**config.mk**
```make
export PLATFORM = sky130hd
export DESIGN_NAME = lcfc_out_fifo
export DESIGN_NICKNAME = d
export VERILOG_FILES = /design/src/design/lcfc_pkg.sv /design/src/design/lcfc_out_fifo.sv
export SDC_FILE = /design/constraint.sdc
export NUM_CORES = 1
export LEC_CHECK = 0
export BUFFER_PORTS_ARGS = -buffer_cell sky130_fd_sc_hd__buf_2
export CAP_MARGIN = 20
export CORE_UTILIZATION = 45
export DETAILED_ROUTE_END_ITERATION = 12
export PLACE_DENSITY = 0.68
export SETUP_SLACK_MARGIN = 0.5
export SYNTH_ARGS = -nofsm -noshare
export SYNTH_HDL_FRONTEND = slang
export SYNTH_SLANG_ARGS = --single-unit
```
**constraint.sdc**
```tcl
create_clock -name i_clk -period 8.8 [get_ports i_clk]
set_input_delay 1.76 -clock i_clk [delete_from_list [all_inputs] [get_ports i_clk]]
set_output_delay 1.76 -clock i_clk [all_outputs]
set_load 0.005 [all_outputs]
```
**src/design/lcfc_pkg.sv**
```systemverilog
// shared types and constants for the length and checksum frame checker
package lcfc_pkg;

    // datagram bytes kept per frame, later bytes are dropped
    localparam int MAX_PACKET  = 1024;
    localparam int CNT_W       = $clog2(MAX_PACKET + 1);
    localparam int LEN_W       = 16;
    localparam int BYTE_W      = 8;
    localparam int HDR_BYTES   = 4;
    localparam int CMP_W       = ((CNT_W > LEN_W) ? CNT_W : LEN_W) + 1;

    // output queue
    localparam int FIFO_DEPTH  = 4;
    localparam int FIFO_PTR_W  = $clog2(FIFO_DEPTH);
    localparam int FIFO_CNT_W  = $clog2(FIFO_DEPTH + 1);

    // configuration register index
    localparam int CFG_IDX_W   = 1;
    localparam int CFG_DATA_W  = 16;

    typedef enum logic [CFG_IDX_W-1:0] {
        CFG_BUFFER_LIMIT = 1'b0,
        CFG_BIG_ENDIAN   = 1'b1
    } t_cfg_index;

    typedef enum logic [2:0] {
        ST_OK          = 3'd0,
        ST_TOO_SHORT   = 3'd1,
        ST_LEN_BEYOND  = 3'd2,
        ST_OVER_BUFFER = 3'd3,
        ST_BAD_CHECKSUM = 3'd4
    } t_status;

    typedef enum logic {
        KIND_PAYLOAD = 1'b0,
        KIND_STATUS  = 1'b1
    } t_kind;

    // one result transaction
    typedef struct packed {
        logic              last;
        logic [LEN_W-1:0]  length;
        t_status           status;
        logic [BYTE_W-1:0] data_byte;
        t_kind             kind;
    } t_result;

    // push control into the output queue, second slot only with the first
    typedef struct packed {
        logic v0;
        logic v1;
    } t_push;

endpackage

```
**src/design/lcfc_out_fifo.sv**
```systemverilog
// four-entry result queue with up to two writes and one read per cycle
module lcfc_out_fifo
    import lcfc_pkg::*;
(
    input  logic    i_clk,
    input  logic    i_rst_n,
    input  t_push   i_push,
    input  t_result i_data0,
    input  t_result i_data1,
    output logic    o_room2,
    output logic    o_valid,
    output t_result o_data,
    input  logic    i_ready
);

    t_result                r_mem [FIFO_DEPTH];
    logic [FIFO_PTR_W-1:0]  r_wr_ptr, n_wr_ptr;
    logic [FIFO_PTR_W-1:0]  r_rd_ptr, n_rd_ptr;
    logic [FIFO_CNT_W-1:0]  r_count, n_count;
    logic                   pop;

    // status toward both sides
    assign o_valid = (r_count != '0);
    assign o_room2 = (r_count <= FIFO_CNT_W'(FIFO_DEPTH - 2));
    assign o_data  = r_mem[r_rd_ptr];
    assign pop     = o_valid & i_ready;

    // pointer and fill count update
    always_comb begin
        n_wr_ptr = r_wr_ptr + FIFO_PTR_W'(i_push.v0) + FIFO_PTR_W'(i_push.v1);
        n_rd_ptr = r_rd_ptr + FIFO_PTR_W'(pop);
        n_count  = r_count + FIFO_CNT_W'(i_push.v0) + FIFO_CNT_W'(i_push.v1)
                   - FIFO_CNT_W'(pop);
    end

    always_ff @(posedge i_clk) begin
        if (!i_rst_n) begin
            r_wr_ptr <= '0;
            r_rd_ptr <= '0;
            r_count  <= '0;
        end else begin
            r_wr_ptr <= n_wr_ptr;
            r_rd_ptr <= n_rd_ptr;
            r_count  <= n_count;
        end
    end

    // entry storage
    always_ff @(posedge i_clk) begin
        if (i_push.v0) begin
            r_mem[r_wr_ptr] <= i_data0;
        end
        if (i_push.v1) begin
            r_mem[r_wr_ptr + FIFO_PTR_W'(1)] <= i_data1;
        end
    end

    a_count_bound: assert property (@(posedge i_clk) disable iff (!i_rst_n)
        r_count <= FIFO_CNT_W'(FIFO_DEPTH))
        else $error("result queue fill count beyond depth");

    a_second_needs_first: assert property (@(posedge i_clk) disable iff (!i_rst_n)
        i_push.v1 |-> i_push.v0)
        else $error("second slot written without the first");

    a_double_has_room: assert property (@(posedge i_clk) disable iff (!i_rst_n)
        i_push.v1 |-> (r_count <= FIFO_CNT_W'(FIFO_DEPTH - 2)))
        else $error("two results written without room for two");

endmodule

```
## After elaboration in Yosys (flattened, before gate mapping)

Memory sizes are Yosys's and may differ from the RTL's. A register that Yosys moved wholly into a read port is not among the register bits.
Cells that the tools add are included.

- Memories kept: 1
- Register bits: 7
- Word-level logic and storage cells: 19
- Bits of input ports: 63
- Output and inout bits: 31
- RAM bits: 116

- Add/subtract/negate cells: 7
- Reduce and logical (&&, ||, !) cells: 1
- Bitwise gates (word level): 1
- Muxes and demuxes: 5
- Order comparisons: 1

Memories:

| memory | words | bits a word | read ports | clocked after memory_dff | write ports | line | RTL |
|---|---|---|---|---|---|---|---|
| r_mem | 4 | 29 | 1 | 1 | 2 | lcfc_out_fifo.sv:16 | `t_result r_mem [FIFO_DEPTH];` |

Operators with widths:

| kind | count |
|---|---|
| 2-bit by 1-bit adder with 2-bit output | 3 |
| 3-bit by 1-bit adder with 3-bit output | 2 |
| 1-bit 2-to-1 mux | 4 |
| 3-bit by 2-bit less-or-equal comparator with 1-bit output, second input constant | 1 |
| 3-bit nonzero test | 1 |
| 3-bit by 1-bit subtractor with 3-bit output | 1 |
| 2-bit by 1-bit adder with 2-bit output, second input constant | 1 |
| 2-bit 2-to-1 mux | 1 |
| 1-bit bitwise AND | 1 |

## Longest topological paths before layout

Gate-level depths: netlist of the first run.

- Depth in word-level cells: 4
- Gate-level depth with buffers: 8
- Depth with buffers taken out: 8

## Worst setup path after synthesis of the first run

No wires, ideal clock.

- Path type: in2reg
- Start: input port i_push[1] (netlist bit)
- End: memory r_mem[2][0] (netlist bit), enable pin
- Stages: 2
- Buffers on the path: 0
- Slack: 4.449 ns
- Library setup time: 0.455 ns
- Arrival time: 3.896 ns
- Data required time: 8.345 ns
- Cells stage by stage: nand2b_1 > o21ai_0

RTL lines:

| element | line | RTL |
|---|---|---|
| start: declaration | lcfc_out_fifo.sv:7 | `input t_push i_push,` |
| end: declaration | lcfc_out_fifo.sv:16 |  |

==> results of run 1 <==
[area by class of cell]
class | count | area (um^2) | area share [%]
inverters | 6 | 22.52 | 0.3127
multi-input cells | 175 | 2266 | 31.46
clock inverters | 3 | 12.51 | 0.1737
well taps | 172 | 215.2 | 2.988
repair buffers | 99 | 530.5 | 7.365
clock buffers | 29 | 530.5 | 7.365
flip-flops and latches | 123 | 3626 | 50.34
[state kept, by name (all words and copies together), names as in the netlist]
| signal | flops |
|---|---|
| r_mem | 116 |
| r_rd_ptr | 2 |
| r_wr_ptr | 2 |
| r_count | 3 |
[metrics by stage]
step | cells | utilization, % | hold WS [ps] | area, um^2
after detailed placement | 574 | 51.72 | 694.7 | 6633
after floorplan | 323 | - | 575.2 | 5992
after global placement | 574 | 51.72 | 670.9 | 6633
after CTS | 606 | 55.95 | 708.7 | 7176
after global routing | 607 | 56.17 | 759.7 | 7203
final | 607 | 56.17 | 694.8 | 7203
[per-layer routing]
layer | global-route usage [%] | vias to the layer above
met3 | 5.496 | 9
li1 | - | 1507
met4 | 7.955 | 0
met5 | 0 | -
met2 | 32.17 | 100
met1 | 22.96 | 1657
[worst min path at each step]
| stage | start | end | slack [ps] | cells past startpoint |
|---|---|---|---|---|
| after floorplan | r_rd_ptr[0]$_SDFF_PN0_ | r_rd_ptr[0]$_SDFF_PN0_ | 580 | 2 |
| after global placement | r_count[0]$_SDFF_PN0_ | r_count[0]$_SDFF_PN0_ | 670 | 2 |
| after detailed placement | r_count[0]$_SDFF_PN0_ | r_count[0]$_SDFF_PN0_ | 690 | 2 |
| after CTS | r_count[0]$_SDFF_PN0_ | r_count[0]$_SDFF_PN0_ | 710 | 2 |
| after global routing | r_count[0]$_SDFF_PN0_ | r_count[0]$_SDFF_PN0_ | 760 | 2 |
| final | r_count[0]$_SDFF_PN0_ | r_count[0]$_SDFF_PN0_ | 690 | 2 |
[worst register-to-register path: stages, from the launching register on]
cell     delay (ps)
dfxtp_1         620
nand3_2         850
o21ai_4         620
buf_16          240
[cell usage after synthesis]
cell type,instances
xnor2_1,1
mux2_2,116
xor2_1,2
clkbuf_1,2
o21ai_0,2
or3_1,1
and2_1,8
ha_1,3
mux4_2,29
mux2i_1,1
inv_1,6
buf_2,10
dfxtp_1,7
edfxtp_1,116
nand3_1,1
nand2b_1,1
nor3b_2,1
nor2_1,3
buf_6,5
fa_1,3
nand3b_1,2
buf_4,2
a21o_1,1
[cells by family (layout without fill, tap and decap cells)]
family	after synthesis	after routing	synth area share (%)
buffers and inverters	25	137	2.527
AO/OA/AOI/OAI	3	3	0.2924
adder cells (fa/ha/maj)	6	6	1.629
flip-flops	123	123	60.47
AND/OR/NAND/NOR	17	17	1.775
multiplexers	146	146	32.87
XOR/XNOR	3	3	0.4386
[power by group through the flow]
stage | Clock [W] | Combinational [W] | Sequential (W)
4_1_cts | 0.000640 | 0.000426 | 0.000786
6_report | 0.000630 | 0.000420 | 0.000783
3_3_place_gp | 0 | 0.000417 | 0.000793
2_1_floorplan | 0 | 0.000300 | 0.000765
5_1_grt | 0.000666 | 0.000457 | 0.000794
3_5_place_dp | 0 | 0.000423 | 0.000797
==> flow_metrics.py, run 1 <==
metrics = {
    "worst_setup_path": {
        "max_stage_delay_ps": 610,
        "cp.required_ps": 7040,
        "ff2ff_path_depth": 3,
        "r2r_start": "r_wr_ptr[1]$_SDFF_PN0_",
        "cp.depth": 3,
        "path_buf_inv": 2,
        "worstPathArrival_ps": 2190,
        "reg2reg_to": "r_mem[0][8]$_DFFE_PP_",
        "ff2ff_setup_slack_ps": 6180,
        "worst-setup-path-type": "reg2out",
        "critPathTopFamily": "buffers and inverters",
        "cp-endpoint": "o_data[16]",
        "cp_cell_sequence": "buf_4, mux4_2, buf_2",
        "cp_slowest_cell": "mux4_2",
        "critPathCaptureType": "primary output",
        "start_kind": "flip-flop",
        "cp-startpoint": "r_rd_ptr[0]$_SDFF_PN0_",
        "critical_path_peak_fanout": 21,
    },
    "global_routing": {
        "grt_pass1_vias": 3612,
        "grt_max_degree": 31,
        "grt_pass1_wl_um": 19310,
        "grt_usage_pct": 19.13,
        "antenna_found_initial": 0,
        "overflow": 0,
    },
    "routing": {
        "top_layer": "met4",
        "route.met3.wl_um": 737,
        "wl_um": 12150,
        "drc": 0,
        "drt-met1-wl_um": 5080,
        "wl_met2_um": 6207,
        "first_pass_iters": 5,
        "vias_per_cell": 5.392,
        "drt-initial-drc-count": 250,
        "ant_nets": 0,
        "wl_per_cell_um": 20.01,
        "num_vias": 3273,
    },
    "sta": {
        "worst_pin_slew_ps": 1035,
        "finalCritPeriodShare_pct": 44.89,
        "fin_setup_tns_ps": 0,
        "rsz0062_at_grt": "no",
        "setup_violations": 0,
        "maxSlewHeadroom_pct": 30.87,
        "finClkSkew_ps": 11.16,
        "hold_viol_final": 0,
        "max_freq_mhz": 253.2,
        "finalWorstSetupSlack_ps": 4850,
        "maxSlewViolCount": 0,
        "timing.final.crit_period_ps": 3950,
    },
    "synthesis": {
        "syn-cell-area_um2": 5992,
        "synth.top_cell.area_share_pct": 58.13,
        "ys_types": 23,
        "synth_nets": 392,
        "synth_area_leader_cell": "edfxtp_1",
        "yosysWarnings": 0,
        "synth_cells": 323,
        "synth.area.top_cells": "edfxtp_1 (58%), mux2_2 (22%), mux4_2 (11%), dfxtp_1 (2.3%), fa_1 (1.0%)",
        "postSynthAreaPerCell_um2": 18.55,
        "ys_seq_area_share_pct": 60.47,
        "ys_ff_latch": 123,
    },
    "finish": {
        "drive_gt1_share_pct": 63.45,
        "fill_cells": 1031,
        "diodes": 0,
        "final_cell_mix": "mux2_2 (116), edfxtp_1 (116), buf_2 (93)",
        "syn2layout_area_growth_pct": 20.21,
        "final_nets": 491,
    },
    "pwr": {
        "p_int_w": 0.001371,
        "power_frac_comb_pct": 22.9,
        "power_frac_clock_pct": 34.4,
        "net-switching-power_w": 0.0004616,
        "power_density_nw_per_um2": 254.4,
        "vdd_drop_max_uv": 136.7,
        "power_switching_share_pct": 25.19,
        "power.leakage_nw": 2.593,
        "power_w": 0.001833,
        "p_seq_share_pct": 42.7,
    },
    "die": {
        "die_x_um": 117.4,
        "core_area_um2": 12820,
        "start_util_pct": 46.72,
        "die_y_um": 117.4,
        "ioPinCount": 94,
        "std_cell_rows": 41,
        "dieArea_um2": 13780,
    },
    "clock_network": {
        "clockBufferDepth": 2,
        "htreeDepth": 4,
        "cts.sinks": 123,
        "cts.root.buffer_cell": "clkbuf_16",
        "tritoncts": "yes",
        "cts.repair.resized": 0,
        "clkTransAtPathRegs_ps": 50,
        "postCtsSetupRepairBufs": 0,
        "clk_latency_ps": 420,
        "numCtsBuffers": 17,
        "hold_buffers": 0,
    },
    "worst_hold_path": {
        "min_path_type": "reg2reg",
    },
    "place": {
        "place.gp.congestion": 0.7114,
        "numPortBuffers": 93,
        "dp_hpwl_um": 7079,
        "place_ws_ps": 4892,
    },
    "run": {
        "drv_cap": 0,
    },
    "status": {
        "status": "completed",
    },
}
Note: power is estimated with default switching activity, not from simulation.
==> inputs of run 2 (changes only) <==
--- a/config.mk
+++ b/config.mk
@@ -5,11 +5,12 @@
 export SDC_FILE = /design/constraint.sdc
 export NUM_CORES = 1
 export LEC_CHECK = 0
+export ABC_AREA = 1
 export BUFFER_PORTS_ARGS = -buffer_cell sky130_fd_sc_hd__buf_2
 export CAP_MARGIN = 20
 export CORE_UTILIZATION = 45
 export DETAILED_ROUTE_END_ITERATION = 12
-export PLACE_DENSITY = 0.68
+export PLACE_DENSITY = 0.69
 export SETUP_SLACK_MARGIN = 0.5
 export SYNTH_ARGS = -nofsm -noshare
 export SYNTH_HDL_FRONTEND = slang
==> constraint.sdc (replaced) <==
create_clock -name i_clk -period 3.52 [get_ports i_clk]
set_input_delay 0.704 -clock i_clk [delete_from_list [all_inputs] [get_ports i_clk]]
set_output_delay 0.704 -clock i_clk [all_outputs]
set_load 0.005 [all_outputs]
==> flow_metrics.py, run 2 <==
metrics = {
    "routing": {
        "first_pass_iters": 5,
        "ant_nets": 0,
        "num_vias": 6107,
        "wl_um": 18000,
        "drt-initial-drc-count": 506,
        "drc": 0,
        "wl_per_cell_um": 14.99,
        "vias_per_cell": 5.085,
    },
    "finish": {
        "final_cell_mix": "nand2_1 (366), inv_1 (157), edfxtp_1 (116)",
        "reg.largest.list": "r_mem (116), r_count (3)",
        "drive_gt1_share_pct": 14.44,
        "instances_no_fill": 1201,
        "diodes": 0,
        "fill_cells": 1427,
        "syn2layout_area_growth_pct": 15.64,
        "final_common_cell": "nand2_1",
        "largest_reg_flops": 116,
        "largest-register": "r_mem",
        "final_nets": 1047,
    },
    "global_routing": {
        "grt_pass1_vias": 6042,
        "grt_usage_pct": 23.96,
        "overflow": 0,
        "grt_max_degree": 60,
        "antenna_found_initial": 1,
        "grt_pass1_wl_um": 29540,
    },
    "synthesis": {
        "ys_seq_area_share_pct": 51.19,
        "synth.most_common_cell": "nand2_1",
        "ys_ff_latch": 123,
        "synth_cells": 906,
        "async_flop_share_pct": 0,
        "synth_nets": 975,
        "synth_top_family_by_area": "simple AND/OR/NAND/NOR gates",
        "synth.top_cell.area_share_pct": 49.21,
        "synth_xor_area_share_pct": 0,
        "synth_edf_count": 116,
        "synth_flop_cell": "edfxtp_1",
        "syn-cell-area_um2": 7078,
        "synthSimpleGateAreaFrac_pct": 31.82,
        "synth.area.top_cells": "edfxtp_1 (49%), nand2_1 (19%), inv_1 (8.3%), nand3_1 (6.5%), nand4_1 (5.1%)",
        "synthTopCellsByCount": "nand2_1 (366), inv_1 (157), edfxtp_1 (116)",
        "muxShareOfSynthArea_pct": 0,
        "ys_types": 21,
        "yosysWarnings": 0,
        "synth-compound-area-share_pct": 2.263,
        "postSynthAreaPerCell_um2": 7.812,
        "synth_area_leader_cell": "edfxtp_1",
        "synthAdderAreaFrac_pct": 1.379,
    },
    "pwr": {
        "vdd_drop_max_uv": 363.7,
        "power_w": 0.005055,
        "p_seq_share_pct": 37.5,
        "power_switching_share_pct": 33.25,
        "power_density_nw_per_um2": 617.6,
        "net-switching-power_w": 0.001681,
        "p_int_w": 0.003374,
        "power_frac_clock_pct": 32.1,
        "power_frac_comb_pct": 30.4,
        "power.leakage_nw": 4.210,
    },
    "die": {
        "core_area_um2": 15260,
        "die_y_um": 127.4,
        "dieArea_um2": 16230,
        "std_cell_rows": 45,
        "die_x_um": 127.4,
        "start_util_pct": 46.39,
        "ioPinCount": 94,
    },
    "sta": {
        "setup_violations": 0,
        "finalCritPeriodShare_pct": 73.49,
        "hold_ws_ps": 553.4,
        "worst_pin_slew_ps": 735.4,
        "maxSlewViolCount": 0,
        "rsz0062_at_grt": "no",
        "finalWorstSetupSlack_ps": 933.1,
        "fin_setup_tns_ps": 0,
        "timing.final.crit_period_ps": 2587,
        "maxSlewHeadroom_pct": 50.90,
        "hold_viol_final": 0,
        "finClkSkew_ps": 4.710,
        "max_freq_mhz": 386.6,
    },
    "worst_setup_path": {
        "critical_path_peak_fanout": 16,
        "critPathCaptureType": "primary output",
        "cp-startpoint": "r_rd_ptr[1]$_SDFF_PN0_",
        "cp_cell_sequence": "inv_1, buf_4, nand3_1, nand2_1, buf_2",
        "r2r_start": "r_wr_ptr[0]$_SDFF_PN0_",
        "critPathTopFamily": "buffers and inverters",
        "cp_slowest_cell": "inv_1",
        "cp.required_ps": 2820,
        "worst-setup-path-type": "reg2out",
        "worstPathArrival_ps": 1880,
        "path_buf_inv": 3,
        "start_kind": "flip-flop",
        "max_stage_delay_ps": 450,
    },
    "status": {
        "status": "completed",
    },
    "clock_network": {
        "tritoncts": "yes",
        "htreeDepth": 4,
        "postCtsSetupRepairBufs": 0,
        "clockBufferDepth": 2,
        "hold_buffers": 0,
        "cts.root.buffer_cell": "clkbuf_16",
        "cts.sinks": 123,
        "clkTransAtPathRegs_ps": 50,
        "cts.repair.resized": 0,
        "numCtsBuffers": 17,
        "clk_latency_ps": 420,
    },
    "place": {
        "place_ws_ps": 1014,
        "place.gp.congestion": 0.7432,
        "dp.cells": 1170,
        "numPortBuffers": 93,
        "dp_hpwl_um": 11070,
    },
    "run": {
        "drv_cap": 0,
    },
    "worst_hold_path": {
        "min_path_type": "in2reg",
        "worstHoldStart": "i_rst_n",
    },
}
==> run 2: cell count changes after synthesis, sizes merged, moves of 2 or more <==
cell    before  now
nand3        1   93
nand3b       2    0
inv          6  160
xor2         2    0
o21ai        2   29
nand2        0  366
buf         17   54
nand4        0   58
and2         8    0
mux2       116    0
clkbuf       2    7
mux4        29    0
nor2         3    8
==> run 2: layer usage <==
layer | wire, um | GRT usage, %
met1 | 7524 | 29.62
met2 | 8810 | 40.18
met3 | 1207 | 4.606
met4 | 439 | 11.90
met5 | 16 | 0
==> run 2: area by class of cell <==
cell class,instances,area (um^2),share of cell area [%]
inverter,160,600.6,7.337
tap,211,264.0,3.225
clock buffer,18,429.2,5.243
multi-input combinational,562,2510,30.66
timing repair buffer,114,648.1,7.918
sequential,123,3625,44.28
clock inverter,13,108.9,1.330
==> run 2: cell families after synthesis <==
kind of cell / count (synthesis)
buf+inv: 221
flops: 123
simple gates: 525
fa+ha+maj: 6
compound gates: 31
==> run 2: power groups by stage <==
stage	Combinational (W)	Clock [W]	Sequential, W
global route	0.00176	0.00169	0.00191
global placement	0.00153	0	0.00192
detailed placement	0.00155	0	0.00192
CTS	0.00156	0.00164	0.00190
finish	0.00153	0.00162	0.00190
floorplan	0.00102	0	0.00190
==> run 2: final timing paths <==
check,slack [ps],end,depth (start not counted)
setup / recovery,930,o_data[0],5
hold / removal,550,r_rd_ptr[0]$_SDFF_PN0_,3
setup reg to reg,1180,r_mem[1][10]$_DFFE_PP_,5
hold reg to reg,660,r_count[0]$_SDFF_PN0_,3
==> run 2: stage by stage <==
stage	utilization (%)	instance area, um^2
after global routing	53.64	8185
after detailed placement	50.12	7647
after global placement	50.12	7647
final	53.64	8185
after CTS	53.64	8185
after floorplan	-	7078
==> run 2: worst min-delay path, stage by stage <==
cell and delay (ps):
buf_2 140, nand2_1 60, inv_1 30
